`src/rtl/pbe3_pkg.sv`:
```
// shared types and constants for the packed binary 3x3 erosion core
// no dependencies

package pbe3_pkg;

   localparam int PIX_W        = 8;
   localparam int LINE_W       = 2 * PIX_W;
   localparam int ROW_BYTES_W  = 9;
   localparam int FRAME_ROWS_W = 13;
   localparam int ROW_CNT_W    = 12;
   localparam int CSR_DATA_W   = 13;
   localparam int CSR_INDEX_W  = 1;

   localparam logic [FRAME_ROWS_W-1:0] MAX_FRAME_ROWS = 13'd4096;
   localparam logic [FRAME_ROWS_W-1:0] MIN_FRAME_ROWS = 13'd3;
   localparam logic [ROW_BYTES_W-1:0]  RESET_ROW_BYTES = 9'd256;

   typedef enum logic [CSR_INDEX_W-1:0] {
      CSR_ROW_BYTES  = 1'b0,
      CSR_FRAME_ROWS = 1'b1
   } csr_index_type;

   // per-beat position flags from the counter to the erosion stage
   typedef struct packed {
      logic emit;
      logic last_col;
      logic last_row;
   } pos_flags_type;

endpackage

```
`src/rtl/pbe3_line_mem.sv`:
```
// two-row line store: one write port, one read port with registered data
// depends on pbe3_pkg

module pbe3_line_mem #(
   parameter int DEPTH = 256,
   parameter int AW    = 8
) (
   input  logic                         clock,
   input  logic                         wr_en,
   input  logic [AW-1:0]                wr_addr,
   input  logic [pbe3_pkg::LINE_W-1:0]  wr_data,
   input  logic                         rd_en,
   input  logic [AW-1:0]                rd_addr,
   output logic [pbe3_pkg::LINE_W-1:0]  rd_data
);
   import pbe3_pkg::*;

   logic [LINE_W-1:0] mem_ff [DEPTH];
   logic [LINE_W-1:0] rd_data_ff;

   always_ff @(posedge clock) begin
      if (wr_en) begin
         mem_ff[wr_addr] <= wr_data;
      end
   end

   always_ff @(posedge clock) begin
      if (rd_en) begin
         rd_data_ff <= mem_ff[rd_addr];
      end
   end

   assign rd_data = rd_data_ff;

endmodule

```
`config.mk`:
```
export PLATFORM = sky130hd
export DESIGN_NAME = pbe3_line_mem
export DESIGN_NICKNAME = d
export VERILOG_FILES = /design/src/rtl/pbe3_pkg.sv /design/src/rtl/pbe3_line_mem.sv
export SDC_FILE = /design/constraint.sdc
export NUM_CORES = 2
export LEC_CHECK = 0
export BUFFER_PORTS_ARGS = -buffer_cell sky130_fd_sc_hd__buf_2
export CAP_MARGIN = 20
export CORE_UTILIZATION = 25
export DETAILED_ROUTE_END_ITERATION = 6
export SLEW_MARGIN = 20
export SYNTH_ARGS = -nofsm -noshare
export SYNTH_HDL_FRONTEND = slang
export SYNTH_SLANG_ARGS = --single-unit
```
`constraint.sdc`:
```
create_clock -name clock -period 2.3 [get_ports clock]
set_input_delay 0.115 -clock clock [delete_from_list [all_inputs] [get_ports clock]]
set_output_delay 0.115 -clock clock [all_outputs]
set_load 0.005 [all_outputs]
```
; ---- After elaboration in Yosys (flattened, before gate mapping)
; Memories as Yosys holds them, arrays and structs flattened. A register that Yosys moved wholly into a read port is not among the register bits.
; Index checks and enable logic that the tools add are counted.
; W data, S select, Z words.
[word_totals]
out_inout_bits = 16
wordCells = 3
memories = 1
reg_bits = 0
ramBits = 4096
[mem_list]
columns = name, depth, width, rd, rd_clocked_by_memory_dff, wr, line_no
row1 = mem_ff, 256, 16, 1, 1, 1, pbe3_line_mem.sv:18  ; logic [LINE_W-1:0] mem_ff [DEPTH];
[classes]
mux = 2
[ops]
columns = op, count
row1 = $mux W1, 2

; ---- Logic depth before layout (Yosys ltp)
[logic_depth]
word_depth = 2
depth_mapped = 12
mapped_depth_nobuf = 6

; ---- Worst setup path before layout
; Ideal clock, no wire load.
[synth_path]
path_kind = in2reg
start = input rd_addr[0]
end = register rd_data_ff[4] (netlist: rd_data[4]) (read register of mem_ff), data pin
t_required_ps = 2035
path_stages = 8
arrival_time_ps = 2099
path_slack_ps = -64
cell_sequence = buf_6 > buf_6 > buf_2 > mux4_2 > mux4_2 > a22o_1 > o32ai_2 > nor4_2
[synth_lines]
columns = element, line_no
row1 = from (decl), pbe3_line_mem.sv:13  ; input logic [AW-1:0] rd_addr,
row2 = to (decl), pbe3_line_mem.sv:19  ; logic [LINE_W-1:0] rd_data_ff;

==> out/results.txt <==
Row generation in the floorplan step produced 292 rows. Setup repair after global routing could not meet its margin everywhere. The number of I/O port buffers works out to 50. The ratio of cells with drive above 1 in the final layout is 0.3213, and the average wire per standard cell is 25.57 um. The final-report hold violation count is 0.

The class of the worst hold path was in2reg. For the met3 usage in global routing, the log shows 0.02679. For this design, the slowest cell found on the critical path is sky130_fd_sc_hd__mux4_2.

The total instance count after detailed placement is 16530. Die span in x: 799.2 um. The run gives 81070 as the via count of the first global-routing pass. After detailed routing, the total wire length is 442300 um. The final number of setup-violating endpoints was 16; the fmax was 0.3727 GHz. The first global-routing pass estimated 621600 um of wire. CTS built an H-tree with a depth of 5. Once layout is complete, the cells apart from fillers number 17300. The critical path capture point type is a flop. The flow ran to the end, but the final reports show violations.

For the relative slew slack, the log shows 0.3172. The final critical path time including I/O delays and setup came out at 2.683 ns. The tools report the met2 usage in global routing as 0.2189.

Primary flip-flop cell chosen by synthesis mapping: sky130_fd_sc_hd__edfxtp_1. Grouping stages by cell kind, the critical path spends the most delay in multiplexers. The layout overhead on the synthesized area was 21.81%; the count of maximum capacitance violations was 0. Critical path's largest stage delay: 0.56 ns. The mean instance size in the synthesized netlist is 21.59 um^2, and the count of boundary I/O pins is 51. Once the clock tree was built, the setup fixing pass inserted 0 buffers.

The run gives 0 as the number of nets with antenna violations after detailed routing. The tree built by TritonCTS fans out to 4112 sinks. The tools report the total routing usage reported by global routing as 0.1340. The final critical-path share of the clock period is 1.167. At the end of routability-driven placement, the weighted congestion stood at 0.8436. The areal power density over the cells came out at 812.6 mW/mm^2. The largest total area in the synthesized netlist belongs to sky130_fd_sc_hd__edfxtp_1. The tools report the DRC violation count after routing as 0. For this run, the detailed router's first-pass iteration total came to 6. After technology mapping, the gate count stands at 7360. After detailed routing, the number of vias per cell comes to 4.706.

The unique cell type count in the Yosys netlist is 51. Measured along the y axis, the die boundary spans 799.2 um. Traced cell by cell, the critical path runs through mux4_2, mux4_2, a22o_4, o32ai_4, buf_6, nor4_4. STA puts the critical path data arrival time at 3.36 ns. The async set-reset flop share out of synthesis was 0.

TritonCTS built the clock tree. The core region is 0.6328 mm^2. The register bit total from synthesis was 4112; the sum of buffers and inverters on the critical path was 1. In the final design database the tool counted 8617 nets.

The via count was 81410; the clock-pin transition on the worst setup and hold timing paths was 0.06 ns. The number of warnings printed during yosys synthesis is 0, and the pin slew with the least headroom to its limit is 1.016 ns. The highest net fanout along the worst path was 1. The number of nets handed over by synthesis was 7395.

Classification of the worst setup path: reg2reg. The die covers 0.6387 mm^2. The tools report the maximum clock skew at final layout as 0.05910 ns.

The most prevalent standard cell on the critical path is sky130_fd_sc_hd__mux4_2. For this run the aggregate overflow at the end of global routing stands at 0. The detailed router finished its first iteration with 9977 violations. The core occupancy in the finished layout is 0.3058, and the leakage power of the design is 0.06148 uW.

The area fraction of the dominant cell type after synthesis was 0.7772. STA classifies the critical path startpoint as a flop. The tools report the post-synthesis cell area as 0.1589 mm^2. The required time of the critical path is 2.98 ns, and the number of max-slew violations in the final report is 0.

Summed over all nets, the half-perimeter wirelength after detailed placement is 285400 um. The number of buffers created by CTS is 406, and the number of antenna violations at the first check in global routing is 43. The tree is rooted in a sky130_fd_sc_hd__clkbuf_16. Counting flops with a built-in enable in the synthesized netlist gives 4112.

The checks that failed: negative setup slack. Sorting the synthesized cells by area gives the leading types as sky130_fd_sc_hd__edfxtp_1 (78%), sky130_fd_sc_hd__mux4_2 (11%), sky130_fd_sc_hd__mux2i_1 (3.6%). The tools report the met1 track demand over resource as 0.1811. Entering global routing, the biggest net connects 130 pins. VDD sags by at most 0.7249 mV. The filler cells instantiated in the layout total 60690.

The global routing's busiest layer was met2. The tools report the number of buffers on the longest clock path as 4. At the later pin of the worst-skew pair, clock insertion delay measures 0.97 ns. The final worst slack is -0.3832 ns, and the starting density of the core is 0.2511. For the post-synthesis sequential area ratio, the log shows 0.7772.
flip-flops by register name (all words and copies together), names as in the netlist:
register,flops
rd_data,16
mem_ff,4096
Yosys cell counts (2+ instances only):
cell type / instances
sky130_fd_sc_hd__edfxtp_1: 4112
sky130_fd_sc_hd__mux4_2: 797
sky130_fd_sc_hd__mux2i_1: 565
sky130_fd_sc_hd__nor2_1: 304
sky130_fd_sc_hd__o221ai_1: 252
sky130_fd_sc_hd__clkbuf_1: 230
sky130_fd_sc_hd__a21oi_1: 175
sky130_fd_sc_hd__o22ai_1: 148
sky130_fd_sc_hd__nor3_1: 92
sky130_fd_sc_hd__mux2_2: 88
sky130_fd_sc_hd__buf_6: 77
sky130_fd_sc_hd__buf_2: 76
sky130_fd_sc_hd__a22oi_1: 43
sky130_fd_sc_hd__nand2_1: 38
sky130_fd_sc_hd__o21ai_0: 37
sky130_fd_sc_hd__nand3_1: 35
sky130_fd_sc_hd__a22o_1: 32
sky130_fd_sc_hd__a221oi_1: 28
sky130_fd_sc_hd__buf_1: 27
sky130_fd_sc_hd__buf_4: 26
sky130_fd_sc_hd__nand4_1: 26
sky130_fd_sc_hd__o32ai_1: 20
sky130_fd_sc_hd__a211oi_1: 18
sky130_fd_sc_hd__nor4_1: 17
sky130_fd_sc_hd__o31ai_1: 16
sky130_fd_sc_hd__and3_1: 11
sky130_fd_sc_hd__buf_8: 11
sky130_fd_sc_hd__nor2b_1: 9
sky130_fd_sc_hd__a2111oi_0: 6
sky130_fd_sc_hd__a31oi_1: 6
sky130_fd_sc_hd__buf_12: 5
sky130_fd_sc_hd__or2_2: 4
sky130_fd_sc_hd__inv_1: 3
sky130_fd_sc_hd__nand2b_1: 3
sky130_fd_sc_hd__nand4b_1: 3
sky130_fd_sc_hd__a21o_1: 2
sky130_fd_sc_hd__and4_1: 2
sky130_fd_sc_hd__nor4bb_1: 2
sky130_fd_sc_hd__or3_1: 2
cell usage in the layout, fill, tap and decap left out, types with 78 or more instances in the layout:
| cell | instances |
|---|---|
| sky130_fd_sc_hd__mux2i_1 | 565 |
| sky130_fd_sc_hd__buf_4 | 925 |
| sky130_fd_sc_hd__clkinv_2 | 84 |
| sky130_fd_sc_hd__nor2_1 | 248 |
| sky130_fd_sc_hd__mux2_2 | 78 |
| sky130_fd_sc_hd__clkbuf_16 | 412 |
| sky130_fd_sc_hd__mux4_2 | 797 |
| sky130_fd_sc_hd__o22ai_1 | 148 |
| sky130_fd_sc_hd__edfxtp_1 | 4112 |
| sky130_fd_sc_hd__clkbuf_1 | 78 |
| sky130_fd_sc_hd__a21oi_1 | 175 |
| sky130_fd_sc_hd__o221ai_1 | 252 |
| sky130_fd_sc_hd__clkinv_1 | 86 |
| sky130_fd_sc_hd__buf_12 | 258 |
| sky130_fd_sc_hd__nor3_1 | 90 |
power by group:
part	switching (uW)	internal, uW
sequential	169	82600
combinational	5560	3730
clock	28300	36900
logic make-up (layout without fill, tap and decap cells):
kind of cell / Yosys count / count (layout) / share of synthesized area
flip-flops: 4112 / 4112 / 0.7772
AO/OA/AOI/OAI: 786 / 786 / 0.03534
other: 0 / 14 / 0
buffers and inverters: 456 / 2001 / 0.01692
multiplexers: 1450 / 1450 / 0.1548
AND/OR/NAND/NOR: 556 / 556 / 0.01573
final timing paths:
check | startpoint | endpoint | slack, ns | cells after the start
max | mem_ff[31][11]$_DFFE_PP_ | rd_data[11]$_DFFE_PP_ | -0.38 | 6
min | wr_data[13] | mem_ff[248][13]$_DFFE_PP_ | 0.04 | 2
min reg2reg | mem_ff[200][4]$_DFFE_PP_ | rd_data[4]$_DFFE_PP_ | 1.20 | 6
max reg2reg | mem_ff[31][11]$_DFFE_PP_ | rd_data[11]$_DFFE_PP_ | -0.38 | 6
timing repair:
action | in CTS | in global routing
gates resized for setup | 99 | 24
setup endpoints to repair | 16 | 16
hold endpoints to repair | 4011 | 0
pin swaps | 24 | 13
hold buffers | 26 | 0
stage by stage:
step / area (um^2) / hold WS, ns / total power [uW] / TNS [ns] / setup slack [ns]
after global placement: 179700 / 0.4322 / 93360 / -14.95 / -1.276
final: 193500 / 0.04028 / 157300 / -3.245 / -0.3832
after CTS: 193400 / 0.0005475 / 158200 / -3.643 / -0.3798
after detailed placement: 179700 / 0.4306 / 93440 / -15.07 / -1.231
after global routing: 193500 / 0.02951 / 161300 / -3.899 / -0.4265
after floorplan: 158900 / 0.2139 / 88370 / -0.002066 / -0.002066
per-layer routing:
| metal | vias to the layer above | share of wire |
|---|---|---|
| li1 | 33810 | - |
| met1 | 43480 | 0.41 |
| met4 | 26 | 0.031 |
| met2 | 3447 | 0.48 |
| met3 | 641 | 0.083 |
| met5 | - | 0.00040 |
cell type report:
| type | count | area, um^2 | share of cell area |
|---|---|---|---|
| timing repair buffer | 1266 | 12900 | 0.06664 |
| clock buffer | 490 | 10600 | 0.05479 |
| tap | 8379 | 10480 | 0.05417 |
| clock inverter | 241 | 2338 | 0.01208 |
| sequential | 4112 | 123500 | 0.6381 |
| multi-input combinational | 2792 | 33660 | 0.1739 |
| inverter | 4 | 27.53 | 0.0001422 |
| antenna | 14 | 35.03 | 0.0001810 |
Note: power is estimated with default switching activity, not from simulation.
