### src/rtl/pbe3_pkg.sv
// shared types and constants for the packed binary 3x3 erosion core
// no dependencies

package pbe3_pkg;

   localparam int PIX_W        = 8;
   localparam int LINE_W       = 2 * PIX_W;
   localparam int ROW_BYTES_W  = 9;
   localparam int FRAME_ROWS_W = 13;
   localparam int ROW_CNT_W    = 12;
   localparam int CSR_DATA_W   = 13;
   localparam int CSR_INDEX_W  = 1;

   localparam logic [FRAME_ROWS_W-1:0] MAX_FRAME_ROWS = 13'd4096;
   localparam logic [FRAME_ROWS_W-1:0] MIN_FRAME_ROWS = 13'd3;
   localparam logic [ROW_BYTES_W-1:0]  RESET_ROW_BYTES = 9'd256;

   typedef enum logic [CSR_INDEX_W-1:0] {
      CSR_ROW_BYTES  = 1'b0,
      CSR_FRAME_ROWS = 1'b1
   } csr_index_type;

   // per-beat position flags from the counter to the erosion stage
   typedef struct packed {
      logic emit;
      logic last_col;
      logic last_row;
   } pos_flags_type;

endpackage

### src/rtl/pbe3_erode_unit.sv
// read-modify-write stage: vertical and, line store update, shift and output register
// depends on pbe3_pkg

module pbe3_erode_unit #(
   parameter int AW = 8
) (
   input  logic                         clock,
   input  logic                         reset,
   input  logic                         load,
   input  logic [pbe3_pkg::PIX_W-1:0]   load_px,
   input  logic [AW-1:0]                load_addr,
   input  pbe3_pkg::pos_flags_type      load_flags,
   input  logic [pbe3_pkg::LINE_W-1:0]  rd_data,
   output logic                         busy,
   output logic                         wr_en,
   output logic [AW-1:0]                wr_addr,
   output logic [pbe3_pkg::LINE_W-1:0]  wr_data,
   output logic                         rsp_valid,
   input  logic                         rsp_stall,
   output logic [pbe3_pkg::PIX_W-1:0]   rsp_eroded_byte,
   output logic                         rsp_row_end,
   output logic                         rsp_frame_end
);
   import pbe3_pkg::*;

   logic                s1_valid_ff, s1_valid_in;
   logic [PIX_W-1:0]    s1_px_ff;
   logic [AW-1:0]       s1_addr_ff;
   pos_flags_type       s1_flags_ff;
   logic                s1_fwd_ff;
   logic [LINE_W-1:0]   s1_fwd_data_ff;
   logic [PIX_W-1:0]    col_prev_ff, col_prev_in;
   logic [PIX_W-1:0]    col_prev2_ff, col_prev2_in;
   logic                out_valid_ff, out_valid_in;
   logic [PIX_W-1:0]    out_byte_ff;
   logic                out_row_end_ff, out_frame_end_ff;

   logic                s1_fire, fwd_hit;
   logic [LINE_W-1:0]   entry;
   logic [PIX_W-1:0]    col_and, left_nb, right_nb, result;

   always_comb begin
      s1_fire  = s1_valid_ff && (!s1_flags_ff.emit || !out_valid_ff || !rsp_stall);
      busy     = s1_valid_ff && !s1_fire;
      // entry written as this beat was loaded beats the stale memory read
      entry    = s1_fwd_ff ? s1_fwd_data_ff : rd_data;
      col_and  = entry[LINE_W-1:PIX_W] & entry[PIX_W-1:0] & s1_px_ff;
      left_nb  = {col_prev2_ff[0], col_prev_ff[PIX_W-1:1]};
      right_nb = {col_prev_ff[PIX_W-2:0], col_and[PIX_W-1]};
      result   = col_prev_ff & left_nb & right_nb;

      wr_en    = s1_fire;
      wr_addr  = s1_addr_ff;
      wr_data  = {entry[PIX_W-1:0], s1_px_ff};
      fwd_hit  = s1_fire && (s1_addr_ff == load_addr);

      s1_valid_in = load ? 1'b1 : (s1_fire ? 1'b0 : s1_valid_ff);

      col_prev_in  = s1_fire ? col_and : col_prev_ff;
      col_prev2_in = s1_fire ? col_prev_ff : col_prev2_ff;

      out_valid_in = out_valid_ff;
      if (s1_fire && s1_flags_ff.emit) begin
         out_valid_in = 1'b1;
      end else if (out_valid_ff && !rsp_stall) begin
         out_valid_in = 1'b0;
      end
   end

   always_ff @(posedge clock) begin
      if (reset) begin
         s1_valid_ff  <= 1'b0;
         out_valid_ff <= 1'b0;
         col_prev_ff  <= '1;
         col_prev2_ff <= '1;
      end else begin
         s1_valid_ff  <= s1_valid_in;
         out_valid_ff <= out_valid_in;
         col_prev_ff  <= col_prev_in;
         col_prev2_ff <= col_prev2_in;
      end
   end

   always_ff @(posedge clock) begin
      if (load) begin
         s1_px_ff       <= load_px;
         s1_addr_ff     <= load_addr;
         s1_flags_ff    <= load_flags;
         s1_fwd_ff      <= fwd_hit;
         s1_fwd_data_ff <= wr_data;
      end
      if (s1_fire && s1_flags_ff.emit) begin
         out_byte_ff      <= result;
         out_row_end_ff   <= s1_flags_ff.last_col;
         out_frame_end_ff <= s1_flags_ff.last_col && s1_flags_ff.last_row;
      end
   end

   assign rsp_valid       = out_valid_ff;
   assign rsp_eroded_byte = out_byte_ff;
   assign rsp_row_end     = out_row_end_ff;
   assign rsp_frame_end   = out_frame_end_ff;

endmodule

### config.mk
export PLATFORM = sky130hd
export DESIGN_NAME = pbe3_erode_unit
export DESIGN_NICKNAME = d
export VERILOG_FILES = /design/src/rtl/pbe3_pkg.sv /design/src/rtl/pbe3_erode_unit.sv
export SDC_FILE = /design/constraint.sdc
export NUM_CORES = 1
export LEC_CHECK = 0
export BUFFER_PORTS_ARGS = -buffer_cell sky130_fd_sc_hd__buf_2
export CAP_MARGIN = 30
export CORE_UTILIZATION = 36
export CTS_BUF_LIST = sky130_fd_sc_hd__clkbuf_4
export CTS_CLUSTER_DIAMETER = 150
export CTS_CLUSTER_SIZE = 8
export DETAILED_ROUTE_END_ITERATION = 16
export PLACE_DENSITY_LB_ADDON = 0.2
export SETUP_SLACK_MARGIN = 0.4
export SLEW_MARGIN = 10
export SYNTH_ARGS = -nofsm -noshare
export SYNTH_HDL_FRONTEND = slang
export SYNTH_SLANG_ARGS = --single-unit
### constraint.sdc
create_clock -name clock -period 2.2 [get_ports clock]
set_input_delay 0.22 -clock clock [delete_from_list [all_inputs] [get_ports clock]]
set_output_delay 0.22 -clock clock [all_outputs]
set_load 0.02 [all_outputs]
# --- Yosys cells after proc, flatten, opt, wreduce, memory -nomap -nowiden ---
# Index checks and enable logic that the tools add are counted.
op_classes:
  eq_ne: 1
  n_mux: 5
  n_bitwise: 4
  reduce_logical: 14
ops:
  columns: ["operator", "count"]
  rows:
  - ["$and A8 B8 Y8", 4]
  - ["$mux W16", 1]
  - ["$eq A8 B8 Y1", 1]
  - ["$logic_and A1 B1 Y1", 6]
  - ["$logic_not A1 Y1", 4]
  - ["$mux W1", 4]
  - ["$reduce_bool A2 Y1", 2]
  - ["$logic_or A1 B1 Y1", 2]
totals:
  ff_bits: 57
  in_bits: 39
  output_inout_bits: 37

# --- Longest topological paths before layout ---
depth:
  ltp_word: 6
  mapped_depth: 4
  mapped_depth_nobuf: 4

# --- Least setup slack after synthesis ---
# OpenSTA, ideal clock, no wires.
synth_path:
  path_kind: "reg-to-reg"
  startpoint: "register out_valid_ff, in the netlist rsp_valid"
  endpoint: "register col_prev_ff[7]"
  setup_time_ps: 122
  arrival_time_ps: 1152
  setup_slack_ps: 927
  path_stages_with_launch: 5
  path_buffers: 1
  synth_period_minus_slack_ps: 1273
  path_cell_list: "dfxtp_1 nand3_2 buf_6 and3_4 a221o_1"
synth_via:
  elab_chain_cells: 4
synth_rtl:
  columns: ["element", "line_no", "rtl"]
  rows:
  - ["start: declaration", "pbe3_erode_unit.sv:34", "logic out_valid_ff, out_valid_in;"]
  - ["start signal: assignment", "pbe3_erode_unit.sv:78", "out_valid_ff <= out_valid_in;"]
  - ["$logic_not A1 Y1", "pbe3_erode_unit.sv:43", "s1_fire = s1_valid_ff && (!s1_flags_ff.emit || !out_valid_ff || !rsp_stall);"]
  - ["$logic_or A1 B1 Y1 (2 in a row)", "pbe3_erode_unit.sv:43", null]
  - ["$logic_and A1 B1 Y1", "pbe3_erode_unit.sv:43", null]
  - ["end signal: assignment", "pbe3_erode_unit.sv:79", "col_prev_ff <= col_prev_in;"]
  - ["end: declaration", "pbe3_erode_unit.sv:32", "logic [PIX_W-1:0] col_prev_ff, col_prev_in;"]
# Every way passes these cells.
# A chain may end at the register's enable or synchronous reset.

# --- Final worst setup path ---
layout_path:
  startpoint: "register s1_flags_ff[2] (netlist name)"
  endpoint: "output wr_en"
layout_via:
  elab_chain_cells: 4
layout_rtl:
  columns: ["element", "line_no", "rtl"]
  rows:
  - ["start: declaration", "pbe3_erode_unit.sv:29", "pos_flags_type s1_flags_ff;"]
  - ["start signal: assignment", "pbe3_erode_unit.sv:88", "s1_flags_ff <= load_flags;"]
  - ["$logic_not A1 Y1", "pbe3_erode_unit.sv:43", null]
  - ["$logic_or A1 B1 Y1 (2 in a row)", "pbe3_erode_unit.sv:43", null]
  - ["$logic_and A1 B1 Y1", "pbe3_erode_unit.sv:43", null]
  - ["end: declaration", "pbe3_erode_unit.sv:15", "output logic wr_en,"]
# Every way passes these cells.

==> summary.txt <==
Cells and area
  – Syn-to-layout area delta: 32.17%
  – Multi-input gate area: 563.0 um2
  – Util after Layout: 49.26%
  – Sequential cell area: 0.001602 mm2
  – FILL cells: 555
  – Nets: 278
  – Finished Layout Cells: 319
  – ANT cells: 0
  – Layout cell share with drive strength beyond 1: 45.08%
  – Design area: 0.002899 mm2

Synth
  – Yosys warnings: 0
  – Synth area leader: edfxtp_1
  – #FFs+latches synth: 57
  – Cell count after synthesis: 141
  – Post-synthesis sequential area ratio: 73.02%
  – Synthesized cell area: 0.002193 mm2
  – Synth unique cells: 27
  – Syn nets: 180
  – Post-synthesis area per instance: 15.56 um2
  – Top cell type's share of synthesized area: 62.98%
  – Top cells by area, synth: edfxtp_1 (63%), dfxtp_1 (10%), mux2_2 (4.1%), a311o_1 (3.2%), xnor2_1 (3.2%)

GRT
  – Tot GR Track Use: 14.85%
  – Number of global-route vias before repair: 1519
  – Initial antenna violation count: 0
  – Largest net degree at the start of global routing: 38
  – First-pass GRT wire length: 6934 um
  – GRT Residual Overflow: 0

Die
  – Row count: 28
  – # IOs: 76
  – Initial core utilization: 37.27%
  – Die ar.: 0.006409 mm2
  – Die Span Y: 80.06 um
  – Die Wd: 80.06 um
  – Core Region: 0.005886 mm2

Timing
  – Tmin final: 1.628 ns
  – Fin crit share: 74.02%
  – Final setup TNS: 0 ns
  – Hold Vio Cnt, Final: 0
  – Final setup violation count: 0
  – Worst hold slack: 0.03995 ns
  – Max-slew violation count: 0
  – Achievable frequency: 0.6141 GHz
  – Relative slew slack: 43.44%
  – RSZ-0062 raised after global routing: false
  – Worst-margin pin slew: 0.8484 ns
  – Clock Skew: 0.01001 ns
  – Post-route setup slack: 0.5716 ns

Placement
  – Hpwl dp: 2898 um
  – Port bufs: 75
  – Dpl cells: 286
  – GPL Wtd Cong: 0.7376
  – DP Worst Slack: 0.5409 ns
  – Placed Instance Area: 0.002628 mm2

Route
  – Vias/cell: 4.687
  – DR pass1 iterations: 2
  – ANT nets after route: 0
  – DR DRC count: 0
  – Routed wire per std cell: 13.53 um
  – WL final: 4315 um
  – First DRT Iteration DRCs: 89
  – Via count: 1495

Power and ir drop
  – Peak supply drop: 354.4 uV
  – Leakage: 1.168 nW
  – Pwr per Cell Area: 750.7 mW/mm2
  – Total power: 2.176 mW

Hold path
  – Hold Path Depth: 1
  – Worst Hold Class: input port to flip-flop

Clock tree
  – Clock Tree Buf Depth: 2
  – Clk root buf: clkbuf_4
  – CTS tree: built
  – CTS H-Tree Depth: 3
  – Clock latency on the worst-skew pair: 0.38 ns
  – Clock-pin transition on the worst setup and hold timing paths: 0.10 ns
  – Clock buffer count from CTS: 9
  – Sink Count: 57

Job
  – Max Cap Viol: 0

Setup path
  – CP Max Fanout: 11
  – Sequence of cells on the critical path: nand3_4, nand2_2, inv_2, buf_2
  – Buf/Inv on CP: 2
  – CP Launch Type: flip-flop
  – Worst EP arrival: 1.41 ns
  – Slowest-stage cell, CP: edfxtp_1
  – Crit Path Category: flip-flop to output pin
  – Cell family with most CP delay: flip-flops
  – CP max stage delay: 0.46 ns
  – R2R cell count: 5
  – CP endpoint kind: output pin
  – Worst path depth: 4
  – CP Data Required Time: 1.98 ns

Outcome
  – Outcome: completed
-- flip-flops by register name, summed over array words and instances, names as in the netlist --
register	cells
wr_addr	8
rsp_frame_end	1
s1_px_ff	8
s1_valid_ff	1
rsp_row_end	1
s1_flags_ff	3
col_prev_ff	8
rsp_eroded_byte	8
s1_fwd_data_ff	16
rsp_valid	1
s1_fwd_ff	1
col_prev2_ff	1
-- cells in the mapped netlist --
| master | number |
|---|---|
| nand2_1 | 11 |
| clkbuf_1 | 1 |
| a211o_1 | 1 |
| mux2_2 | 8 |
| clkbuf_2 | 1 |
| and4_1 | 1 |
| a311o_1 | 7 |
| nor3_1 | 1 |
| a21oi_1 | 1 |
| and3_4 | 1 |
| edfxtp_1 | 46 |
| and2_1 | 1 |
| o21ai_1 | 8 |
| o21ba_2 | 1 |
| a21boi_0 | 7 |
| and3_1 | 8 |
| and3_2 | 1 |
| inv_2 | 1 |
| nand3_2 | 1 |
| nor2_1 | 1 |
| dfxtp_1 | 11 |
| nand4_1 | 2 |
| xnor2_1 | 8 |
| nand3_1 | 8 |
| buf_6 | 1 |
| buf_4 | 2 |
| a221o_1 | 1 |
-- worst paths after layout --
kind	from	to	slack, ns
min reg2reg	s1_flags_ff[1]$_DFFE_PP_	rsp_row_end$_DFFE_PP_	0.46
min	load_addr[4]	wr_addr[4]$_DFFE_PP_	0.04
max reg2reg	s1_flags_ff[2]$_DFFE_PP_	col_prev_ff[4]$_SDFFE_PP1P_	0.82
max	s1_flags_ff[2]$_DFFE_PP_	wr_en	0.57
-- metal layers --
metal	up-vias	wire length [um]	global-route usage, %
li1	748	-	-
met1	690	1885	17.40
met2	48	2061	23.42
met3	9	292	5.341
met4	0	76	8.571
met5	-	0	0
-- worst reg2reg max path, delay by kind of cell (launching register included) --
family,cells,cell delay (ns)
AOI/OAI and AO/OA,1,0.30
buffers and inverters,2,0.22
DFF,1,0.43
and+or+nand+nor,2,0.33
-- power breakdown --
part | total [mW] | internal [mW] | switching, mW
sequential | 1.29 | 1.25 | 0.0435
combinational | 0.272 | 0.127 | 0.145
clock | 0.611 | 0.247 | 0.364
total | 2.18 | 1.62 | 0.553
-- cell type report --
| type | count | share of cell area, % |
|---|---|---|
| multi-input cells | 78 | 19.42 |
| flip-flops and latches | 57 | 55.24 |
| well taps | 75 | 3.237 |
| repair buffers | 92 | 18.30 |
| inverters | 1 | 0.1295 |
| clock inverters | 5 | 0.8200 |
| clock buffers | 11 | 2.849 |
-- cell families after synthesis --
kind of cell | Yosys count | share of synthesized area [%]
flip-flops | 57 | 73.02
AND/OR/NAND/NOR | 36 | 8.956
AO/OA/AOI/OAI | 26 | 8.956
XOR/XNOR | 8 | 3.195
multiplexers | 8 | 4.107
buffers and inverters | 6 | 1.768
-- layout by cell type, fill, tap and decap left out --
master / instances
nand3_1: 8
nand4_1: 2
and2_1: 1
xnor2_1: 8
and3_2: 1
a21boi_0: 7
clkbuf_4: 11
inv_2: 1
and4_1: 1
mux2_2: 8
nor2_1: 1
nand2_2: 1
edfxtp_1: 46
a211o_1: 1
clkinv_1: 1
o21ba_2: 1
and3_4: 1
a221o_1: 1
a311o_1: 7
and3_1: 8
nor3_1: 1
nand2_1: 10
dlygate4sd3_1: 11
dfxtp_1: 11
a21oi_1: 1
buf_2: 75
buf_4: 6
nand3_4: 1
o21ai_1: 8
clkinv_2: 4
-- timing repair --
action                                  in CTS  in global routing
buffers inserted                             6                  0
hold endpoints to repair                    11                  0
resized for setup                            0                  2
hold buffers                                11                  0
endpoints found under the setup margin       9                  1
No activity file was read; power rests on OpenSTA's default activity.
