File: src/rtl/pbe3_pkg.sv
// shared types and constants for the packed binary 3x3 erosion core
// no dependencies

package pbe3_pkg;

   localparam int PIX_W        = 8;
   localparam int LINE_W       = 2 * PIX_W;
   localparam int ROW_BYTES_W  = 9;
   localparam int FRAME_ROWS_W = 13;
   localparam int ROW_CNT_W    = 12;
   localparam int CSR_DATA_W   = 13;
   localparam int CSR_INDEX_W  = 1;

   localparam logic [FRAME_ROWS_W-1:0] MAX_FRAME_ROWS = 13'd4096;
   localparam logic [FRAME_ROWS_W-1:0] MIN_FRAME_ROWS = 13'd3;
   localparam logic [ROW_BYTES_W-1:0]  RESET_ROW_BYTES = 9'd256;

   typedef enum logic [CSR_INDEX_W-1:0] {
      CSR_ROW_BYTES  = 1'b0,
      CSR_FRAME_ROWS = 1'b1
   } csr_index_type;

   // per-beat position flags from the counter to the erosion stage
   typedef struct packed {
      logic emit;
      logic last_col;
      logic last_row;
   } pos_flags_type;

endpackage

File: src/rtl/pbe3_pos_counter.sv
// column and row position counters with clamped row width and frame height
// depends on pbe3_pkg

module pbe3_pos_counter #(
   parameter int MAX_ROW_BYTES = 256,
   parameter int AW            = 8
) (
   input  logic                              clock,
   input  logic                              reset,
   input  logic                              advance,
   input  logic                              frame_start,
   input  logic [pbe3_pkg::ROW_BYTES_W-1:0]  row_bytes,
   input  logic [pbe3_pkg::FRAME_ROWS_W-1:0] frame_rows,
   output logic [AW-1:0]                     col_addr,
   output pbe3_pkg::pos_flags_type           flags
);
   import pbe3_pkg::*;

   localparam int CMPW = (AW + 1 > ROW_BYTES_W) ? AW + 1 : ROW_BYTES_W;
   localparam logic [CMPW-1:0] MAX_W = CMPW'(MAX_ROW_BYTES);
   localparam logic [CMPW-1:0] MIN_W = CMPW'(3);

   logic [AW-1:0]        col_cnt_ff, col_cnt_in;
   logic [ROW_CNT_W-1:0] row_cnt_ff, row_cnt_in;

   logic [AW-1:0]           col_cur;
   logic [ROW_CNT_W-1:0]    row_cur;
   logic [CMPW-1:0]         width_ext, width_eff, width_m1, col_ext;
   logic [FRAME_ROWS_W-1:0] height_eff, height_m1;
   logic                    last_col, last_row;

   always_comb begin
      width_ext = CMPW'(row_bytes);
      if (width_ext < MIN_W) begin
         width_eff = MIN_W;
      end else if (width_ext > MAX_W) begin
         width_eff = MAX_W;
      end else begin
         width_eff = width_ext;
      end
      width_m1 = width_eff - CMPW'(1);

      if (frame_rows < MIN_FRAME_ROWS) begin
         height_eff = MIN_FRAME_ROWS;
      end else if (frame_rows > MAX_FRAME_ROWS) begin
         height_eff = MAX_FRAME_ROWS;
      end else begin
         height_eff = frame_rows;
      end
      height_m1 = height_eff - FRAME_ROWS_W'(1);
   end

   always_comb begin
      col_cur  = frame_start ? '0 : col_cnt_ff;
      row_cur  = frame_start ? '0 : row_cnt_ff;
      col_ext  = CMPW'(col_cur);
      last_col = (col_ext >= width_m1);
      last_row = (FRAME_ROWS_W'(row_cur) >= height_m1);

      flags.emit     = (row_cur >= ROW_CNT_W'(2)) && (col_ext >= CMPW'(2));
      flags.last_col = last_col;
      flags.last_row = last_row;
      col_addr       = col_cur;

      col_cnt_in = col_cnt_ff;
      row_cnt_in = row_cnt_ff;
      if (advance) begin
         if (last_col) begin
            col_cnt_in = '0;
            row_cnt_in = last_row ? '0 : row_cur + ROW_CNT_W'(1);
         end else begin
            col_cnt_in = col_cur + AW'(1);
            row_cnt_in = row_cur;
         end
      end
   end

   always_ff @(posedge clock) begin
      if (reset) begin
         col_cnt_ff <= '0;
         row_cnt_ff <= '0;
      end else begin
         col_cnt_ff <= col_cnt_in;
         row_cnt_ff <= row_cnt_in;
      end
   end

endmodule

File: config.mk
export PLATFORM = sky130hd
export DESIGN_NAME = pbe3_pos_counter
export DESIGN_NICKNAME = d
export VERILOG_FILES = /design/src/rtl/pbe3_pkg.sv /design/src/rtl/pbe3_pos_counter.sv
export SDC_FILE = /design/constraint.sdc
export NUM_CORES = 1
export LEC_CHECK = 0
export BUFFER_PORTS_ARGS = -buffer_cell sky130_fd_sc_hd__buf_2
export CORE_MARGIN = 2
export CORE_UTILIZATION = 29
export DETAILED_ROUTE_END_ITERATION = 10
export PLACE_DENSITY_LB_ADDON = 0.15
export RECOVER_POWER = 100
export SLEW_MARGIN = 30
export SYNTH_ARGS = -nofsm -noshare
export SYNTH_HDL_FRONTEND = slang
export SYNTH_SLANG_ARGS = --single-unit
File: constraint.sdc
create_clock -name clock -period 11.85 [get_ports clock]
set_input_delay 2.37 -clock clock [delete_from_list [all_inputs] [get_ports clock]]
set_output_delay 2.37 -clock clock [all_outputs]
set_load 0.005 [all_outputs]
Yosys cells after proc, flatten, opt, wreduce, memory -nomap -nowiden:

Index checks and enable logic that the tools add are counted.

* add/sub/neg operators: 4
* order comparisons: 8
* mux-type cells: 9
* reduce and logical (&&, ||, !) cells: 1

Operators by type and width (count)
* 12-bit 2-to-1 mux: 3
* 13-bit 2-to-1 mux: 2
* 9-bit 2-to-1 mux: 2
* 8-bit 2-to-1 mux: 2
* 12-bit by 13-bit >= comparator with 1-bit output: 1
* 13-bit > comparator, second input constant: 1
* 13-bit by 2-bit < comparator with 1-bit output, second input constant: 1
* 13-bit by 1-bit subtractor with 13-bit output, second input constant: 1
* 12-bit by 1-bit adder with 12-bit output, second input constant: 1
* 12-bit by 2-bit >= comparator with 1-bit output, second input constant: 1
* 8-bit by 9-bit >= comparator with 1-bit output: 1
* 9-bit > comparator, second input constant: 1
* 9-bit by 2-bit < comparator with 1-bit output, second input constant: 1
* 9-bit by 1-bit subtractor with 9-bit output, second input constant: 1
* 8-bit by 1-bit adder with 8-bit output, second input constant: 1
* 8-bit by 2-bit >= comparator with 1-bit output, second input constant: 1
* 1-bit logical AND: 1

* register bits: 20
* bits of input ports: 26
* output and inout port bits: 11
* logic and storage cells: 24

Depth between registers and ports, before layout:

Gate-level depths: netlist (run 1).

* depth after elaboration: 7
* mapped depth: 17

Worst setup path before layout (run 1):

OpenSTA, ideal clock, no wires.

* path type: input -> output
* from: in frame_rows[10] (netlist name)
* to: out flags[0] (netlist name)
* arrival: 5120 ps
* data required time: 9480 ps
* slack: 4360 ps
* stages: 16
* path buffers: 2
* cell sequence: nor4_1 -> nand3_2 -> nor2_1 -> o21ai_0 -> ha_1 -> inv_1 -> nor2_1 -> o21a_1 -> o221ai_1 -> ha_1 -> a2111o_1 -> a211o_1 -> nand2_1 -> buf_2 -> inv_1 -> buf_4

* word-level cells in the longest chain between the ends: 5

Ends and longest elaborated chain
* from (decl): RTL line pbe3_pos_counter.sv:13 `input logic [pbe3_pkg::FRAME_ROWS_W-1:0] frame_rows,`
* 13-bit > comparator: RTL line pbe3_pos_counter.sv:45 `end else if (frame_rows > MAX_FRAME_ROWS) begin`
* 13-bit 2-to-1 mux: RTL line pbe3_pos_counter.sv:45
* 13-bit 2-to-1 mux (*): RTL line pbe3_pos_counter.sv:43 `if (frame_rows < MIN_FRAME_ROWS) begin`
* 13-bit by 1-bit subtractor with 13-bit output (*): RTL line pbe3_pos_counter.sv:50 `height_m1 = height_eff - FRAME_ROWS_W'(1);`
* 12-bit by 13-bit >= comparator with 1-bit output (*): RTL line pbe3_pos_counter.sv:58 `last_row = (FRAME_ROWS_W'(row_cur) >= height_m1);`
* to (decl): RTL line pbe3_pos_counter.sv:15 `output pbe3_pkg::pos_flags_type flags`

Mark *: on every way between the ends. The rest lies on a longest branch, timed or not.

==> results of run 1 <==
[layer usage]
layer	up-vias	share of wire
met5	-	0
met4	0	0.022
met3	13	0.024
met2	47	0.48
met1	1096	0.48
li1	1212	-
[per-stage QoR]
step | util | instance area, um2
after detailed placement | 0.3323 | 2581
after global placement | 0.3323 | 2581
after floorplan | - | 2344
final | 0.3389 | 2633
after global routing | 0.3389 | 2633
after CTS | 0.3415 | 2653
[state kept, by name, indices dropped and copies added (netlist names)]
signal,count
col_cnt_ff,8
row_cnt_ff,12
[worst max-delay path: cells and delay by family]
family	cells	cell delay [ns]
adders and majority gates	2	0.57
AOI/OAI and AO/OA	6	1.07
buffers and inverters	3	0.68
and+or+nand+nor	4	1.31
[synth_stat cells, types with 2 or more instances]
cell        n  area share
nor2_1     32       0.051
ha_1       26        0.14
nor2b_1    24       0.064
dfxtp_1    20        0.17
nand2_1    17       0.027
a21oi_1    15       0.032
nand3_1    15       0.032
o21ai_0    15       0.032
inv_1      13       0.021
nand4_1    11       0.029
clkbuf_1   10       0.016
nor4_1     10       0.027
a31oi_1     9       0.024
nor3_1      9       0.019
mux2i_1     6       0.026
a21o_1      5       0.016
a22oi_1     5       0.016
and3_1      5       0.013
xnor2_1     5       0.019
xor2_1      5       0.019
nand2b_1    4       0.011
and2_1      3      0.0080
buf_4       3      0.0096
o2bb2ai_1   3       0.011
a32o_1      2      0.0085
buf_2       2      0.0043
nand3b_1    2      0.0064
nor3b_1     2      0.0064
o21a_1      2      0.0064
o21ai_1     2      0.0043
o21bai_1    2      0.0064
o31ai_1     2      0.0064
o32ai_1     2      0.0075
or2_2       2      0.0053
or3_1       2      0.0053
[logic make-up after synthesis]
kind of cell | count (synthesis) | synth area share
adders and majority gates | 26 | 0.1388
muxes | 7 | 0.03043
AOI/OAI and AO/OA | 78 | 0.2333
and+or+nand+nor | 144 | 0.3385
xor gates and xnor gates | 10 | 0.03737
buffers and inverters | 28 | 0.05072
DFF | 20 | 0.1708
[layout by cell type (no fill, tap or decap), types with 4 or more instances in the layout]
master / instances
nor2_1: 32
ha_1: 26
buf_2: 26
nor2b_1: 24
dfxtp_1: 20
nand2_1: 17
nand3_1: 15
a21oi_1: 15
o21ai_0: 15
inv_1: 13
nor4_1: 11
nand4_1: 11
nor3_1: 9
a31oi_1: 9
clkbuf_1: 8
mux2i_1: 6
xnor2_1: 5
a21o_1: 5
and3_1: 5
xor2_1: 5
a22oi_1: 5
nand2b_1: 4
[power by group]
| part | total (mW) | internal (mW) | switching, mW |
|---|---|---|---|
| Clock | 0.0713 | 0.0452 | 0.0261 |
| Sequential | 0.0681 | 0.0677 | 0.000401 |
| Combinational | 0.0410 | 0.0154 | 0.0255 |
[path summary, 6_finish.rpt]
kind	end	slack, ns	cells after the start
setup reg to reg	row_cnt_ff[4]	8.91	9
setup / recovery	flags[1]	3.46	15
hold reg to reg	col_cnt_ff[7]	0.46	2
hold / removal	col_cnt_ff[7]	0.46	2
[area by class of cell]
| type | count | area (um2) |
|---|---|---|
| fillers | 875 | 5135 |
| multi-input cells | 265 | 1814 |
| flip-flops and latches | 20 | 400.4 |
| repair buffers | 36 | 170.2 |
| well taps | 102 | 127.6 |
| inverters | 13 | 48.80 |
| clock buffers | 3 | 41.29 |
| clock inverters | 1 | 30.03 |
==> metrics.md, run 1 <==
| Metric | Value |
|---|---|
| Total number of H-tree levels | `1` |
| Final hold violation count | `0` |
| Fin crit share | `0.7077` |
| Syn Area/Cell | `~7.5 um2` |
| Clk root buf | `clkbuf_8` |
| Synthesized instance count | `about 310` |
| Ports | `37` |
| # resized after CTS | `0` |
| Grt met1 use | `0.1850` |
| # nets final | `391` |
| Vias in the first global route | `2188` |
| Drt drc | `0` |
| GRT met2 Usage | `0.2702` |
| RR Startpoint | `col_cnt_ff[4]` |
| Vias post-DR | `between 2000 and 2500` |
| Core area | `7767 um2` |
| Postcts setup bufs | `0` |
| Count of final setup violators | `0` |
| Share of flip-flops with an asynchronous set or reset | `0` |
| Relative slew slack | `0.2995` |
| Setup Crit Path Kind | `input port to output pin` |
| Status | `finished, final reports clean` |
| Leakage | `around 1.1 nW` |
| Die footprint | `8816 um2` |
| Met3 Use GR | `0.01525` |
| Num CTS Buffers | `3` |
| Crit. End Element | `output pin` |
| Actual slew at the worst max-slew pin | `about 1.1 ns` |
| Register clock-pin slew on the reported worst setup and hold paths | `0.08 ns` |
| Peak Freq | `119.2 MHz` |
| Worst-Skew Late Latency | `0.27 ns` |
| CP required | `9.48 ns` |
| Startpoint types | `input port` |
| Pwr Density | `68.51 nW/um2` |
| DR vias/cell | `5.382` |
| Largest net degree at the start of global routing | `25` |
| Hold slack final | `about 0.46 ns` |
| Worst EP arrival | `6.02 ns` |
| Maxcap violations | `0` |
| FF+latch count, synth | `20` |
| CP Max Fanout | `12` |
| Gr ovfl total | `0` |
| Diodes inserted | `0` |
| Synth Warn # | `0` |
| Hold_buf cts | `0` |
| Final WS setup | `about 3.5 ns` |
| Mapped Area | `between 2000 and 2500 um2` |
| Net Count, Synth | `365` |
| Syn-to-layout area delta | `12.33%` |
| Dominant synthesized flop cell | `dfxtp_1` |
| Total Routing Usage GR | `0.1508` |
| Initial Util | `0.3017` |
| Final setup TNS | `0 ns` |
| DP HPWL | `5.066 mm` |
| Worst setup path startpoint | `row_bytes[4]` |
| WL final | `6.560 mm` |
| Initial antenna violation count | `0` |
| Critical-path top delay cell | `nor4_1` |
| DRT iter0 DRCs | `130` |
| Std-Cell Rows | `32` |
| Busiest grt layer | `met2` |
| Layout Cells excl Fill | `440` |
| Drt pass-1 iters | `4` |
| Gpl congestion | `between 0.7 and 0.8` |
| Placed cells | `436` |
| Period minus WS final | `8.386 ns` |
| Final Power | `~0.18 mW` |
| Register area share after synthesis | `0.1708` |
| Share of layout cells above drive strength 1 | `0.1213` |
| CTS sink cnt | `20` |
| Crit-path cells | `clkbuf_1 > nor4_1 > and2_0 > o21bai_1 > ha_1 > o21ai_0 > or3_1 > a31oi_1 > ha_1 > a21o_1 > a221oi_1 > o21ai_0 > nand2_1 > inv_1 > buf_2` |
| Slew Limit Fails | `0` |
| Clk buf depth | `2` |
| Hold path start | `col_cnt_ff[7]` |
| Crit-path max cell delay | `0.55 ns` |
| IO Port Bufs | `36` |
| Pre-CTS setup slack | `around 3.6 ns` |
| RSZ-0062 raised after global routing | `no` |
| Layout Skew | `0.009389 ns` |
| Die Span X | `93.90 um` |
| Hold Path Class | `flip-flop to flip-flop` |
| VDD IR-drop max | `0.00003236 V` |
| Number of synthesized flops with an enable pin | `0` |
| Die H | `93.90 um` |
| Netlist cell types | `between 50 and 60` |
| Post-DRT Antenna Nets | `0` |
| Routed len/inst | `14.91 um` |
| CTS tree | `built` |
| First-pass GRT wire length | `10.62 mm` |
Note: power is estimated with default switching activity, not from simulation.
==> inputs of run 2 (changes only) <==
==> constraint.sdc (replaced) <==
create_clock -name clock -period 6.8 [get_ports clock]
set_input_delay 1.36 -clock clock [delete_from_list [all_inputs] [get_ports clock]]
set_output_delay 1.36 -clock clock [all_outputs]
set_load 0.005 [all_outputs]
==> run 2 against run 1 <==
  * Clock-buffer cell count is the same
  * Critical path type unchanged
  * Via count is 0.93% higher
  * Wire length is 1.7% higher
  * Critical endpoint unchanged
  * Power is 74% higher
==> metrics.md, run 2 (synthesized netlist as in run 1, its figures left out) <==
| Metric | Value |
|---|---|
| RSZ-0062 raised after global routing | `no` |
| Commonest non-fill, non-tap cell in the layout | `nor2_1` |
| RR Endpoint | `row_cnt_ff[10]` |
| Post-Route Utilization | `0.3402 (+0.001288)` |
| Largest net degree at the start of global routing | `25 (unchanged)` |
| Leakage | `1.097 nW (about the same)` |
| Register area | `400.4 um2 (unchanged)` |
| Hold Path Class | `flip-flop to flip-flop` |
| Total number of H-tree levels | `1 (unchanged)` |
| Crit-path cells | `clkbuf_1 > nor4_1 > and2_0 > o21bai_1 > ha_1 > o21ai_0 > or3_1 > a31oi_1 > ha_1 > a21o_1 > a221oi_1 > o21ai_0 > nand2_1 > inv_1 > buf_2` |
| Area of the multi-input gates | `1814 um2 (unchanged)` |
| Commonest cells after routing, fill and taps aside | `nor2_1, ha_1, buf_2, nor2b_1, dfxtp_1` |
| First-pass GRT wire length | `10.81 mm (+1.8%)` |
| Initial antenna violation count | `0 (unchanged)` |
| Critical-path top delay cell | `nor4_1` |
| WL final | `6.672 mm (+1.7%)` |
| Setup Crit Path Kind | `input port to output pin` |
| Placed cells | `438 (+0.46%)` |
| Worst-Skew Late Latency | `0.26 ns (about the same)` |
| Startpoint types | `input port` |
| Crit-path max cell delay | `0.55 ns (about the same)` |
| Slew Limit Fails | `0 (unchanged)` |
| Combinational Power Share | `0.230 (+0.003)` |
| Maxcap violations | `0 (unchanged)` |
| DP HPWL | `5.054 mm (-0.24%)` |
| VDD IR-drop max | `0.00005518 V (+71%)` |
| Vias in the first global route | `2155 (-1.5%)` |
| Worst setup path endpoint | `flags[1]` |
| Switch share | `0.2854 (-0.003065)` |
| Layout Cells excl Fill | `442 (+0.45%)` |
| Drt pass-1 iters | `4 (unchanged)` |
| Clk buf depth | `2 (unchanged)` |
| CTS sink cnt | `20 (unchanged)` |
| Reg2Reg Depth | `10 (+1)` |
| Worst EP arrival | `4.74 ns (-1.28 ns)` |
| Internal power | `0.2236 mW (+74%)` |
| Core area | `7767 um2 (unchanged)` |
| Share of layout cells above drive strength 1 | `0.1206 (-0.0007135)` |
| Final hold violation count | `0 (unchanged)` |
| Die H | `93.90 um (unchanged)` |
| CP Max Fanout | `11 (-1)` |
| # nets final | `393 (+0.51%)` |
| Flop-to-flop setup slack | `3.65 ns (-5.26 ns)` |
| RR Startpoint | `col_cnt_ff[5]` |
| Syn-to-layout area delta | `12.76%` |
| Fin crit share | `0.8973` |
| Relative slew slack | `0.2857 (-0.01379)` |
| Num CTS Buffers | `3 (unchanged)` |
| Postcts setup bufs | `0 (unchanged)` |
| FILL cells | `860 (-1.7%)` |
| Vias post-DR | `2390 (+0.93%)` |
| Layout Skew | `0.0007973 ns (-0.008591 ns)` |
| Clk root buf | `clkbuf_8` |
| Status | `finished, final reports clean` |
| Diodes inserted | `0 (unchanged)` |
| Die footprint | `8816 um2 (unchanged)` |
| Net Sw Power | `0.08933 mW (+72%)` |
| Hold_buf cts | `0 (unchanged)` |
| CP required | `5.44 ns (-4.04 ns)` |
| Drt drc | `0 (unchanged)` |
| Max reg flops | `12 (unchanged)` |
| Post-DRT Antenna Nets | `0 (unchanged)` |
| Clock Power Share | `0.391 (-0.004)` |
| Register clock-pin slew on the reported worst setup and hold paths | `0.08 ns (about the same)` |
| Worst setup path startpoint | `row_bytes[4]` |
| Gr ovfl total | `0 (unchanged)` |
| CTS tree | `built` |
| Initial Util | `0.3017 (unchanged)` |
| Actual slew at the worst max-slew pin | `1.071 ns (+0.02069 ns)` |
| DRT iter0 DRCs | `148 (+14%)` |
| Ports | `37 (unchanged)` |
| Peak Freq | `163.9 MHz` |
| # resized after CTS | `0 (unchanged)` |
| Routed len/inst | `15.10 um (+1.2%)` |
| Largest reg by FF count | `row_cnt_ff` |
| Die Span X | `93.90 um (unchanged)` |
| Biggest regs | `row_cnt_ff (12), col_cnt_ff (8)` |
| Total Routing Usage GR | `0.1524 (+0.001610)` |
| Pwr Density | `118.4 nW/um2 (+73%)` |
| Count of final setup violators | `0 (unchanged)` |
| Std-Cell Rows | `32 (unchanged)` |
| Crit. End Element | `output pin` |
| Period minus WS final | `6.101 ns` |
| IO Port Bufs | `36 (unchanged)` |
| DR vias/cell | `5.407 (+0.47%)` |
| Sequential cell fraction of total power | `0.379 (about the same)` |
| Final setup TNS | `0 ns (unchanged)` |
| Gpl congestion | `0.8129 (+6.7%)` |
run 2: cell count changes in the layout (fill, tap and decap cells not counted):
cell	before	now
clkbuf_1	8	10
buf_4	0	1
clkbuf_2	2	1
run 2: per-stage QoR:
step / power (mW) / hold slack [ns] / area (um2) / setup WS [ns]
floorplan: 0.1667 / 0.4342 / 2344 / 1.330
CTS: 0.3176 / 0.4623 / 2668 / 0.8517
global placement: 0.1935 / 0.4455 / 2596 / 0.8799
global route: 0.3309 / 0.4949 / 2643 / 0.2710
detailed placement: 0.1939 / 0.4495 / 2596 / 0.8763
finish: 0.3130 / 0.4590 / 2643 / 0.6986
run 2: worst max-delay path, delay by kind of cell:
kind	cells	cell delay, ns
buffers and inverters	3	0.40
and+or+nand+nor	4	1.35
adders and majority gates	2	0.58
AOI/OAI and AO/OA	6	1.08
run 2: cell type report:
type | count | area share
Clock buffer | 3 | 0.01563
Multi-Input combinational cell | 265 | 0.6866
Sequential cell | 20 | 0.1515
Tap cell | 102 | 0.04830
Inverter | 13 | 0.01847
Timing Repair Buffer | 38 | 0.06818
Clock inverter | 1 | 0.01136
run 2: worst min-delay path by stage:
stage | startpoint | end | slack [ns] | depth (start not counted)
final | col_cnt_ff[7] | col_cnt_ff[7] | 0.46 | 2
after global routing | row_cnt_ff[10] | row_cnt_ff[10] | 0.49 | 1
after CTS | col_cnt_ff[7] | col_cnt_ff[7] | 0.46 | 2
after detailed placement | col_cnt_ff[7] | col_cnt_ff[7] | 0.45 | 2
after global placement | col_cnt_ff[7] | col_cnt_ff[7] | 0.45 | 2
after floorplan | row_cnt_ff[10] | row_cnt_ff[10] | 0.43 | 1
run 2: routing by layer:
layer  routed length, um  vias up  GRT usage
li1                    -     1223          -
met1                3134     1109     0.2010
met2                3231       52     0.2649
met3                 216        6    0.01605
met4                  89        0    0.03744
met5                   0        -          0
run 2: power groups by stage:
stage	Sequential (mW)	Combinational (mW)	Clock [mW]
global placement	0.121	0.0721	0
finish	0.119	0.0720	0.122
CTS	0.119	0.0730	0.126
detailed placement	0.121	0.0725	0
floorplan	0.121	0.0455	0
global route	0.119	0.0817	0.130
==> inputs of run 3 (changes only) <==
--- a/config.mk
+++ b/config.mk
@@ -11,6 +11,7 @@
 export DETAILED_ROUTE_END_ITERATION = 10
 export PLACE_DENSITY_LB_ADDON = 0.15
 export RECOVER_POWER = 100
+export REMOVE_ABC_BUFFERS = 1
 export SLEW_MARGIN = 30
 export SYNTH_ARGS = -nofsm -noshare
 export SYNTH_HDL_FRONTEND = slang
==> run 3 against run 2 <==
  * Non-clock buffer count stayed put
  * Die area stayed put
  * First-iteration DRC count is 27% lower
  * Clock power hardly changed
  * Clock skew is 0.0050 ns higher
  * Final cell count unchanged
  * Utilization hardly changed
  * Largest power group unchanged
  * Highest routed layer unchanged
==> metrics.md, run 3 (synthesized netlist as in run 1, its figures left out) <==
| Metric | Value |
|---|---|
| Status | `finished, final reports clean` |
| Count of final setup violators | `0 (unchanged)` |
| WL final | `6.476 mm (-2.9%)` |
| Clk buf depth | `2 (unchanged)` |
| DP HPWL | `5.073 mm (+0.39%)` |
| Largest net degree at the start of global routing | `25 (unchanged)` |
| Vias post-DR | `2391 (+0.042%)` |
| Ports | `37 (unchanged)` |
| Final hold violation count | `0 (unchanged)` |
| Die Span X | `93.90 um (unchanged)` |
| Core area | `7767 um2 (unchanged)` |
| Placed cells | `438 (unchanged)` |
| Diodes inserted | `0 (unchanged)` |
| RSZ-0062 raised after global routing | `no` |
| Gpl congestion | `0.8353 (+2.8%)` |
| Die footprint | `8816 um2 (unchanged)` |
| Layout Skew | `0.005792 ns (+0.004995 ns)` |
| Total Routing Usage GR | `0.1449 (-0.007471)` |
| Commonest cells after routing, fill and taps aside | `nor2_1, ha_1, buf_2, nor2b_1, dfxtp_1` |
| Pwr Density | `117.8 nW/um2 (-0.56%)` |
| Hold_buf cts | `0 (unchanged)` |
| Num CTS Buffers | `3 (unchanged)` |
| Max reg flops | `12 (unchanged)` |
| Critical-path top delay cell | `nor4_1` |
| Area of the multi-input gates | `1818 um2 (+0.21%)` |
| Worst-Skew Late Latency | `0.26 ns (about the same)` |
| Clk root buf | `clkbuf_8` |
| CTS tree | `built` |
| Total number of H-tree levels | `1 (unchanged)` |
| Leakage | `1.105 nW (+0.74%)` |
| Period minus WS final | `6.053 ns (-0.04854 ns)` |
| Met3 WL post-DR | `264 um (+22%)` |
| Relative slew slack | `0.2611 (-0.02461)` |
| Biggest regs | `row_cnt_ff (12), col_cnt_ff (8)` |
| DRT met1 WL | `3.036 mm (-3.1%)` |
| # resized after CTS | `0 (unchanged)` |
| Crit. End Element | `output pin` |
| Drt drc | `0 (unchanged)` |
| Drt pass-1 iters | `4 (unchanged)` |
| VDD IR-drop max | `0.00004724 V (-14%)` |
| DR top layer | `met4` |
| Hold Crit Depth | `2 (unchanged)` |
| Hold Path Class | `flip-flop to flip-flop` |
| Worst hold path endpoint | `col_cnt_ff[7]` |
| DR vias/cell | `5.410 (about the same)` |
| Fin crit share | `0.8901 (-0.007138)` |
| Postcts setup bufs | `0 (unchanged)` |
| Die H | `93.90 um (unchanged)` |
| Startpoint types | `input port` |
| Crit-path max cell delay | `0.53 ns (-0.02 ns)` |
| Met2 wire length | `3.093 mm (-4.3%)` |
| CP required | `5.44 ns (about the same)` |
| DRT iter0 DRCs | `108 (-27%)` |
| Flop-to-flop setup slack | `3.72 ns (+0.07 ns)` |
| Crit-path cells | `clkbuf_1 > nor4_1 > and2_0 > o21bai_1 > ha_1 > o21ai_0 > or3_1 > a31oi_1 > ha_1 > a21o_1 > a221oi_1 > o21ai_0 > nand2_1 > inv_1 > buf_2` |
| Register clock-pin slew on the reported worst setup and hold paths | `0.08 ns (about the same)` |
| Setup Crit Path Kind | `input port to output pin` |
| Share of layout cells above drive strength 1 | `0.1265 (+0.005882)` |
| Routed len/inst | `14.65 um (-2.9%)` |
| Actual slew at the worst max-slew pin | `1.108 ns (+0.03692 ns)` |
| Largest reg by FF count | `row_cnt_ff` |
| Std-Cell Rows | `32 (unchanged)` |
| Post-DRT Antenna Nets | `0 (unchanged)` |
| CTS sink cnt | `20 (unchanged)` |
| Gr ovfl total | `0 (unchanged)` |
| FILL cells | `863 (+0.35%)` |
| Peak Freq | `165.2 MHz (+0.80%)` |
| Slew Limit Fails | `0 (unchanged)` |
| CP Max Fanout | `11 (unchanged)` |
| IO Port Bufs | `36 (unchanged)` |
| Commonest non-fill, non-tap cell in the layout | `nor2_1` |
| Initial antenna violation count | `0 (unchanged)` |
| Syn-to-layout area delta | `12.87% (about the same)` |
| Layout Cells excl Fill | `442 (unchanged)` |
| Initial Util | `0.3017 (unchanged)` |
| Worst EP arrival | `4.69 ns (-0.05 ns)` |
| RR Startpoint | `col_cnt_ff[5]` |
| Final setup TNS | `0 ns (unchanged)` |
| Hold path start | `col_cnt_ff[7]` |
| # nets final | `393 (unchanged)` |
| First-pass GRT wire length | `10.37 mm (-4.0%)` |
| Maxcap violations | `0 (unchanged)` |
| RR Endpoint | `row_cnt_ff[10]` |
| Vias in the first global route | `2110 (-2.1%)` |
| Reg2Reg Depth | `10 (unchanged)` |
| Register area | `400.4 um2 (unchanged)` |
run 3: worst max path at each step:
stage | start | to | slack [ns] | depth (start not counted)
after floorplan | frame_rows[10] | flags[0] | 1.43 | 15
after global placement | row_bytes[5] | flags[1] | 0.89 | 15
after detailed placement | frame_rows[10] | flags[0] | 0.89 | 17
after CTS | row_bytes[4] | flags[1] | 0.87 | 15
after global routing | row_bytes[4] | flags[1] | 0.35 | 15
final | row_bytes[4] | flags[1] | 0.75 | 15
run 3: report_power, final:
group          leakage, nW  internal [mW]  switching, mW
clock               0.0357         0.0786         0.0430
combinational        0.908         0.0272         0.0441
sequential           0.162          0.118       0.000662
total                 1.11          0.224         0.0877
run 3: layout make-up:
cell class              count  area share
clock buffers               3     0.01561
inverters                  13     0.01845
well taps                 102     0.04825
repair buffers             38     0.06764
flip-flops and latches     20      0.1514
multi-input cells         265      0.6873
clock inverters             1     0.01135
run 3: stage by stage:
| step | area, um2 | utilization | power [mW] | hold WS (ns) | worst slack [ns] |
|---|---|---|---|---|---|
| floorplan | 2273 | - | 0.1617 | 0.4303 | 1.434 |
| global placement | 2596 | 0.3342 | 0.1929 | 0.4455 | 0.8850 |
| detailed placement | 2596 | 0.3342 | 0.1932 | 0.4498 | 0.8945 |
| CTS | 2668 | 0.3434 | 0.3149 | 0.4619 | 0.8738 |
| global route | 2645 | 0.3405 | 0.3273 | 0.4842 | 0.3461 |
| finish | 2645 | 0.3405 | 0.3115 | 0.4592 | 0.7471 |
run 3: worst max-delay path: cells and delay by family:
kind | cells | cell delay (ns)
buffers and inverters | 3 | 0.39
AND/OR/NAND/NOR | 4 | 1.32
adder cells (fa/ha/maj) | 2 | 0.56
AO/OA/AOI/OAI | 6 | 1.06
run 3: routing by layer:
| metal | global-route usage | up-vias |
|---|---|---|
| met5 | 0 | - |
| met4 | 0.03140 | 0 |
| met3 | 0.01204 | 6 |
| met2 | 0.2619 | 53 |
| met1 | 0.1866 | 1118 |
| li1 | - | 1214 |
